<file path="src/rtl/hcd_pkg.sv">
// ----------------------------------------------------------------------------
// hcd_pkg
// Shared widths, constants and status codes of the Hamming codeword decoder.
// ----------------------------------------------------------------------------
package hcd_pkg;

   localparam int WORD_SIZE_W       = 7;
   localparam int DEF_MAX_WORD_BITS = 64;
   localparam int MIN_WORD_BITS     = 3;
   localparam int RESET_WORD_BITS   = 12;
   localparam int STATUS_W          = 2;

   typedef enum logic [STATUS_W-1:0] {
      STATUS_CLEAN         = 2'd0,
      STATUS_CHECK_ERR     = 2'd1,
      STATUS_CORRECTED     = 2'd2,
      STATUS_UNCORRECTABLE = 2'd3
   } status_type;

   function automatic int syn_width(input int max_bits);
      return $clog2(max_bits + 1);
   endfunction

   function automatic int data_width(input int max_bits);
      return max_bits - syn_width(max_bits);
   endfunction

   function automatic int count_width(input int max_bits);
      return $clog2(data_width(max_bits) + 1);
   endfunction

   function automatic int req_width(input int max_bits);
      return ((max_bits + 7) / 8) * 8;
   endfunction

   function automatic int rsp_width(input int max_bits);
      return ((data_width(max_bits) + count_width(max_bits) + syn_width(max_bits)
               + STATUS_W + 7) / 8) * 8;
   endfunction

endpackage

</file>
<file path="src/rtl/hcd_syndrome.sv">
// ----------------------------------------------------------------------------
// hcd_syndrome
// Parity trees: syndrome bit b is the parity of all positions with bit b set.
// ----------------------------------------------------------------------------
module hcd_syndrome #(
   parameter int MAX_WORD_BITS = hcd_pkg::DEF_MAX_WORD_BITS
) (
   input  logic [MAX_WORD_BITS-1:0]                   word,
   output logic [hcd_pkg::syn_width(MAX_WORD_BITS)-1:0] syndrome
);
   import hcd_pkg::*;

   localparam int SYN_W = syn_width(MAX_WORD_BITS);

   always_comb begin
      syndrome = '0;
      for (int b = 0; b < SYN_W; b++) begin
         for (int p = 1; p <= MAX_WORD_BITS; p++) begin
            if (((p >> b) & 1) != 0) begin
               syndrome[b] = syndrome[b] ^ word[p-1];
            end
         end
      end
   end

endmodule

</file>
<file path="src/rtl/hamming_codeword_decoder.sv">
// ----------------------------------------------------------------------------
// hamming_codeword_decoder
// Single-error-correcting Hamming decoder with a run-time codeword length.
// ----------------------------------------------------------------------------
// Usage:
//   req_* carries one codeword per transaction, Hamming position k in bit k-1.
//   rsp_* returns data bits (first data bit most significant), data count,
//   syndrome and status: clean, check bit error, corrected, uncorrectable.
//   csr_wr_en/csr_wr_data set the codeword length (3..MAX_WORD_BITS, values
//   outside are clamped); write it only while the pipeline is empty.
// Pipeline: req transaction to rsp_tvalid through mask and count, syndrome
//   trees, correction and compaction, and the final alignment shift.
// Throughput: one codeword per cycle while rsp is not stalled; each stage holds one item.
// Reset: synchronous; empties the pipeline, codeword length returns to 12.
// Stall: a stage holds its item while the stage after it is full and stalled;
//   empty stages keep filling, so a stalled rsp leaves up to 4 items in the
//   pipeline, the stalled one included, before req_tready drops.
// ----------------------------------------------------------------------------
module hamming_codeword_decoder #(
   parameter int MAX_WORD_BITS = hcd_pkg::DEF_MAX_WORD_BITS
) (
   input  logic                                          clock,
   input  logic                                          reset,
   input  logic                                          req_tvalid,
   output logic                                          req_tready,
   // codeword
   input  logic [hcd_pkg::req_width(MAX_WORD_BITS)-1:0]  req_tdata,
   output logic                                          rsp_tvalid,
   input  logic                                          rsp_tready,
   // data_bits, data_count, syndrome, status
   output logic [hcd_pkg::rsp_width(MAX_WORD_BITS)-1:0]  rsp_tdata,
   input  logic                                          csr_wr_en,
   input  logic [hcd_pkg::WORD_SIZE_W-1:0]               csr_wr_data
);
   import hcd_pkg::*;

   localparam int SYN_W  = syn_width(MAX_WORD_BITS);
   localparam int DATA_W = data_width(MAX_WORD_BITS);
   localparam int CNT_W  = count_width(MAX_WORD_BITS);
   localparam int CNT_LO = DATA_W;
   localparam int SYN_LO = DATA_W + CNT_W;
   localparam int STS_LO = DATA_W + CNT_W + SYN_W;

   localparam logic [WORD_SIZE_W-1:0] MAX_N = WORD_SIZE_W'(MAX_WORD_BITS);
   localparam logic [WORD_SIZE_W-1:0] MIN_N = WORD_SIZE_W'(MIN_WORD_BITS);
   localparam logic [WORD_SIZE_W-1:0] RST_N = WORD_SIZE_W'(RESET_WORD_BITS);

   logic [WORD_SIZE_W-1:0]   word_size_ff;

   logic                     ld1, ld2, ld3, ld4;

   logic [WORD_SIZE_W-1:0]   n_eff;
   logic [WORD_SIZE_W-1:0]   npow;
   logic [MAX_WORD_BITS-1:0] word1_in;
   logic [CNT_W-1:0]         cnt1_in;

   logic                     v1_ff, v2_ff, v3_ff, v4_ff;
   logic [MAX_WORD_BITS-1:0] word1_ff, word2_ff;
   logic [WORD_SIZE_W-1:0]   n1_ff, n2_ff;
   logic [CNT_W-1:0]         cnt1_ff, cnt2_ff, cnt3_ff, cnt4_ff;
   logic [SYN_W-1:0]         syn2_in;
   logic [SYN_W-1:0]         syn2_ff, syn3_ff, syn4_ff;
   status_type               sts3_in, sts3_ff, sts4_ff;
   logic [MAX_WORD_BITS-1:0] fixed_word;
   logic [DATA_W-1:0]        compact;
   logic [DATA_W-1:0]        r3_ff;
   logic [CNT_W-1:0]         shamt;
   logic [DATA_W-1:0]        data4_in, data4_ff;

   // configuration
   always_ff @(posedge clock) begin
      if (reset) begin
         word_size_ff <= RST_N;
      end else if (csr_wr_en) begin
         word_size_ff <= csr_wr_data;
      end
   end

   // per-stage advance
   assign ld4        = !v4_ff || rsp_tready;
   assign ld3        = !v3_ff || ld4;
   assign ld2        = !v2_ff || ld3;
   assign ld1        = !v1_ff || ld2;
   assign req_tready = ld1;

   // stage 1: clamp length, mask unused bits, data count
   always_comb begin
      if (word_size_ff < MIN_N) begin
         n_eff = MIN_N;
      end else if (word_size_ff > MAX_N) begin
         n_eff = MAX_N;
      end else begin
         n_eff = word_size_ff;
      end
      for (int i = 0; i < MAX_WORD_BITS; i++) begin
         word1_in[i] = req_tdata[i] && (WORD_SIZE_W'(i) < n_eff);
      end
      npow = '0;
      for (int b = 0; b < SYN_W; b++) begin
         if ({1'b0, n_eff} >= (WORD_SIZE_W+1)'(1 << b)) begin
            npow = npow + 1'b1;
         end
      end
      cnt1_in = CNT_W'(n_eff - npow);
   end

   // stage 2: syndrome
   hcd_syndrome #(
      .MAX_WORD_BITS(MAX_WORD_BITS)
   ) u_hcd_syndrome (
      .word     (word1_ff),
      .syndrome (syn2_in)
   );

   // stage 3: classify, correct, compact
   always_comb begin
      if (syn2_ff == '0) begin
         sts3_in = STATUS_CLEAN;
      end else if ($onehot(syn2_ff)) begin
         sts3_in = STATUS_CHECK_ERR;
      end else if (int'(syn2_ff) > int'(n2_ff)) begin
         sts3_in = STATUS_UNCORRECTABLE;
      end else begin
         sts3_in = STATUS_CORRECTED;
      end
      for (int i = 0; i < MAX_WORD_BITS; i++) begin
         fixed_word[i] = word2_ff[i] ^
                         ((sts3_in == STATUS_CORRECTED) && (syn2_ff == SYN_W'(i + 1)));
      end
   end

   for (genvar p = 1; p <= MAX_WORD_BITS; p++) begin : g_compact
      if ((p & (p - 1)) != 0) begin : g_data
         assign compact[DATA_W - p + $clog2(p + 1)] = fixed_word[p-1];
      end
   end

   // stage 4: right-align to the data count
   assign shamt    = CNT_W'(DATA_W) - cnt3_ff;
   assign data4_in = r3_ff >> shamt;

   always_ff @(posedge clock) begin
      if (reset) begin
         v1_ff <= 1'b0;
         v2_ff <= 1'b0;
         v3_ff <= 1'b0;
         v4_ff <= 1'b0;
      end else begin
         if (ld1) v1_ff <= req_tvalid;
         if (ld2) v2_ff <= v1_ff;
         if (ld3) v3_ff <= v2_ff;
         if (ld4) v4_ff <= v3_ff;
      end
   end

   always_ff @(posedge clock) begin
      if (ld1 && req_tvalid) begin
         word1_ff <= word1_in;
         n1_ff    <= n_eff;
         cnt1_ff  <= cnt1_in;
      end
      if (ld2 && v1_ff) begin
         word2_ff <= word1_ff;
         n2_ff    <= n1_ff;
         cnt2_ff  <= cnt1_ff;
         syn2_ff  <= syn2_in;
      end
      if (ld3 && v2_ff) begin
         r3_ff   <= compact;
         cnt3_ff <= cnt2_ff;
         syn3_ff <= syn2_ff;
         sts3_ff <= sts3_in;
      end
      if (ld4 && v3_ff) begin
         data4_ff <= data4_in;
         cnt4_ff  <= cnt3_ff;
         syn4_ff  <= syn3_ff;
         sts4_ff  <= sts3_ff;
      end
   end

   assign rsp_tvalid = v4_ff;

   always_comb begin
      rsp_tdata                            = '0;
      rsp_tdata[DATA_W-1:0]                = data4_ff;
      rsp_tdata[CNT_LO +: CNT_W]           = cnt4_ff;
      rsp_tdata[SYN_LO +: SYN_W]           = syn4_ff;
      rsp_tdata[STS_LO +: STATUS_W]        = sts4_ff;
   end

endmodule

</file>
<file path="config.mk">
export PLATFORM = sky130hd
export DESIGN_NAME = hamming_codeword_decoder
export DESIGN_NICKNAME = d
export VERILOG_FILES = /design/src/rtl/hcd_pkg.sv /design/src/rtl/hcd_syndrome.sv /design/src/rtl/hamming_codeword_decoder.sv
export SDC_FILE = /design/constraint.sdc
export NUM_CORES = 1
export LEC_CHECK = 0
export BUFFER_PORTS_ARGS = -buffer_cell sky130_fd_sc_hd__buf_4
export CORE_ASPECT_RATIO = 2
export CORE_UTILIZATION = 40
export DETAILED_ROUTE_END_ITERATION = 12
export PLACE_DENSITY = 0.54
export SETUP_SLACK_MARGIN = 0.05
export SYNTH_ARGS = -nofsm -noshare
export SYNTH_HDL_FRONTEND = slang
export SYNTH_SLANG_ARGS = --single-unit
</file>
<file path="constraint.sdc">
create_clock -name clock -period 7.8 [get_ports clock]
set_input_delay 0.39 -clock clock [delete_from_list [all_inputs] [get_ports clock]]
set_output_delay 0.39 -clock clock [all_outputs]
set_load 0.01 [all_outputs]
</file>
==> out/metrics.csv <==
metric;value;unit
drt total wl;54460;um
max_cap viols;0;
most area-hungry cell type in the Yosys netlist;edfxtp_1;
Post-synth EDFFs;298;
Worst Tran Pin Value;1.284;ns
PwrDens;244.7;nW/um2
sequential cell area;9169;um2
switching share of power;33.27;%
first-pass GRT wire length;78050;um
syn avg cell area;12.40;um2
Synth-to-Final Area Change;15.47;%
Synth Flop Type;edfxtp_1;
most frequent cells in the layout;edfxtp_1 (298), buf_4 (176), xnor2_1 (126);
Clk Latency, worst-skew pair;0.61;ns
IO Count;150;
DRT antenna net count;0;
Min-Delay Path Class;input port to flip-flop;
clock tree sinks;309;
ANT cells;0;
Flop pwr share;43.2;%
Final HPWL DP;44330;um
largest cells by area after synthesis;edfxtp_1 (52%), xnor2_1 (6.5%), mux2i_1 (4.4%), mux2_2 (3.5%), mux4_2 (3.4%);
net total in the final layout;1610;
CP Data Required Time;8.11;ns
Post-Route Utilization;47.06;%
Combinational Power Share;28.4;%
crit path DAT;5.34;ns
DR iter-0 viols;475;
via count;11382;
pin count of the biggest net entering global routing;74;
Final Hold Fails;0;
critical path, cell by cell;buf_4 > nor4_4 > nand2_1 > xor2_1 > ha_1 > nor2_1 > a31oi_1 > ha_1 > nand2_1 > nand2_1 > ha_1 > nor2_1 > a21oi_1 > ha_1 > mux2i_1 > ha_1 > a21o_1 > a21oi_1 > o21bai_1 > a21oi_1 > xnor2_1;
port buffer count;149;
WL/cell;26.35;um
Lkg Pwr;7.229;nW
Sw Pwr;1.611;mW
drt via density;5.507;
max_slew headroom;14.09;%
H-tree depth;1;
CP max stage delay;0.68;ns
layout cells sized above 1;20.83;%
Post-CTS Setup Inserts;0;
Die H;294.7;um
multi-input logic area;7512;um2
# DRC;0;
Max Buffers Root-to-Sink;3;
clk_skew;0.04215;ns
Worst path slowest cell;nor4_4;
Max Fclk;198.8;MHz
setup TNS;0;ns
Pre-Repair DR Iteration Count;5;
fillcell total;3847;
Slew Limit Fails;0;
Most Frequent Cell on Critical Path;ha_1;
final setup fails;0;
Netlist cell types;74;
GRT Util Overall;25.28;%
CTS tree;done;
Peak VDD IR;199.9;uV
Pwr Total;4.841;mW
commonest non-fill, non-tap cell in the layout;edfxtp_1;
grt total ovfl;0;
Internal Dissipation;3.230;mW
Syn Inst Count;1382;
chip width;148.3;um
Post-synth ARST share;0;%
Clk pwr share;28.4;%
worst-path fanout max;24;
Initial Util;40.75;%
critical path class;flip-flop to flip-flop;
crit share post-route;64.49;%
Core Box Area;42040;um2
vias in the first global route;11901;
CP Capture Type;flip-flop;
Clock transition at path regs;0.07;ns
Synth top area share;52.23;%
Root Buffer;clkbuf_16;
Syn. warnings;0;
status;complete, no violations;
sequential fraction of the synthesis area;53.51;%
initial antenna violation count;1;
Cell Rows;106;
die area;43720;um2
CTS buffer count;28;
startpoint types;flip-flop;
RSZ-0062 raised after global routing;false;
minimum clock period;5.030;ns
GPL Wtd Cong;0.9790;
Yosys reg bits;309;
Post-Syn Area;17130;um2
## area by class of cell
class | count | share of cell area (%)
sequential | 309 | 46.34
multi-input combinational | 950 | 37.97
timing repair buffer | 182 | 6.982
clock buffer | 29 | 3.561
tap | 540 | 3.415
clock inverter | 22 | 1.062
inverter | 35 | 0.6641
## what timing repair did
action	4_1_cts	5_1_grt
endpoints found under the hold margin	6	0
gates resized for setup	0	0
hold buffers	6	0
## worst paths after layout
path | from | to | slack (ns) | cells past startpoint
min | csr_wr_data[1] | word_size_ff[1] | 0.03 | 3
min reg2reg | syn3_ff[2] | syn4_ff[2] | 0.42 | 0
max reg2reg | word_size_ff[3] | cnt1_ff[5] | 2.77 | 21
max | word_size_ff[3] | cnt1_ff[5] | 2.77 | 21
## sequential cells by signal, indices dropped and copies added, names as in the netlist, 2 cells and up
signal	count
cnt1_ff	6
cnt2_ff	6
cnt3_ff	6
cnt4_ff	6
data4_ff	57
n1_ff	7
n2_ff	7
r3_ff	57
sts3_ff	2
sts4_ff	2
syn2_ff	7
syn3_ff	7
syn4_ff	7
word1_ff	64
word2_ff	57
word_size_ff	7
## kinds of logic after synthesis
group	after synthesis	synth area share, %
adder cells (fa/ha/maj)	28	2.264
AND/OR/NAND/NOR	346	9.698
flip-flops	309	53.51
XOR/XNOR	191	10.08
multiplexers	167	13.12
buffers and inverters	125	3.228
other	2	0.04383
AO/OA/AOI/OAI	214	8.047
## per-layer routing
metal  part of all wire (%)  GRT usage [%]  vias to the layer above  wire length (um)
li1                       -              -                     5366                 -
met1                     28          19.46                     5508             15470
met2                     61          54.27                      359             33000
met3                    2.8          2.477                      149              1538
met4                    8.2          18.63                        0              4451
met5                      0              0                        -                 0
## worst max-delay path: cells and delay by family (launching register included)
| kind | cells | cell delay [ns] |
|---|---|---|
| fa+ha+maj | 5 | 1.49 |
| simple gates | 6 | 1.16 |
| compound gates | 6 | 1.05 |
| flops | 1 | 0.30 |
| xor+xnor | 2 | 0.27 |
| mux | 1 | 0.24 |
| buf+inv | 1 | 0.21 |
## synthesized netlist by cell type, drive strengths merged, types with 5 or more instances
library cell	count
o22ai	7
a211oi	8
inv	34
buf	30
nor3	33
clkbuf	60
xor2	60
a21oi	60
nor2	106
a31oi	7
nand3	18
and3	8
o21ai	47
mux4	37
mux2i	75
nor2b	15
fa	5
nor4	25
nand2	87
edfxtp	298
nand4	13
mux2	55
dfxtp	11
o211ai	8
ha	23
o21a	14
o31ai	5
xnor2	129
and2	19
a21boi	19
nand4b	8
## power groups by stage
stage	logic, mW	clock network [mW]	registers, mW
2_1_floorplan	0.949	0	2.08
3_3_place_gp	1.36	0	2.12
3_5_place_dp	1.37	0	2.13
4_1_cts	1.38	1.40	2.09
5_1_grt	1.48	1.47	2.10
6_report	1.37	1.37	2.09
## metrics by stage
step           worst slack, ns  std cells  hold WS, ns  area, um2
5_1_grt                  2.318       2067      0.03552      19780
4_1_cts                  2.737       2067     0.005294      19780
3_3_place_gp             2.842       2010       0.4010      18810
2_1_floorplan            1.446       1384       0.4003      17140
3_5_place_dp             2.804       2010       0.4045      18810
6_report                 2.770       2067      0.02927      19780
Power figures use the tool's default switching activity.
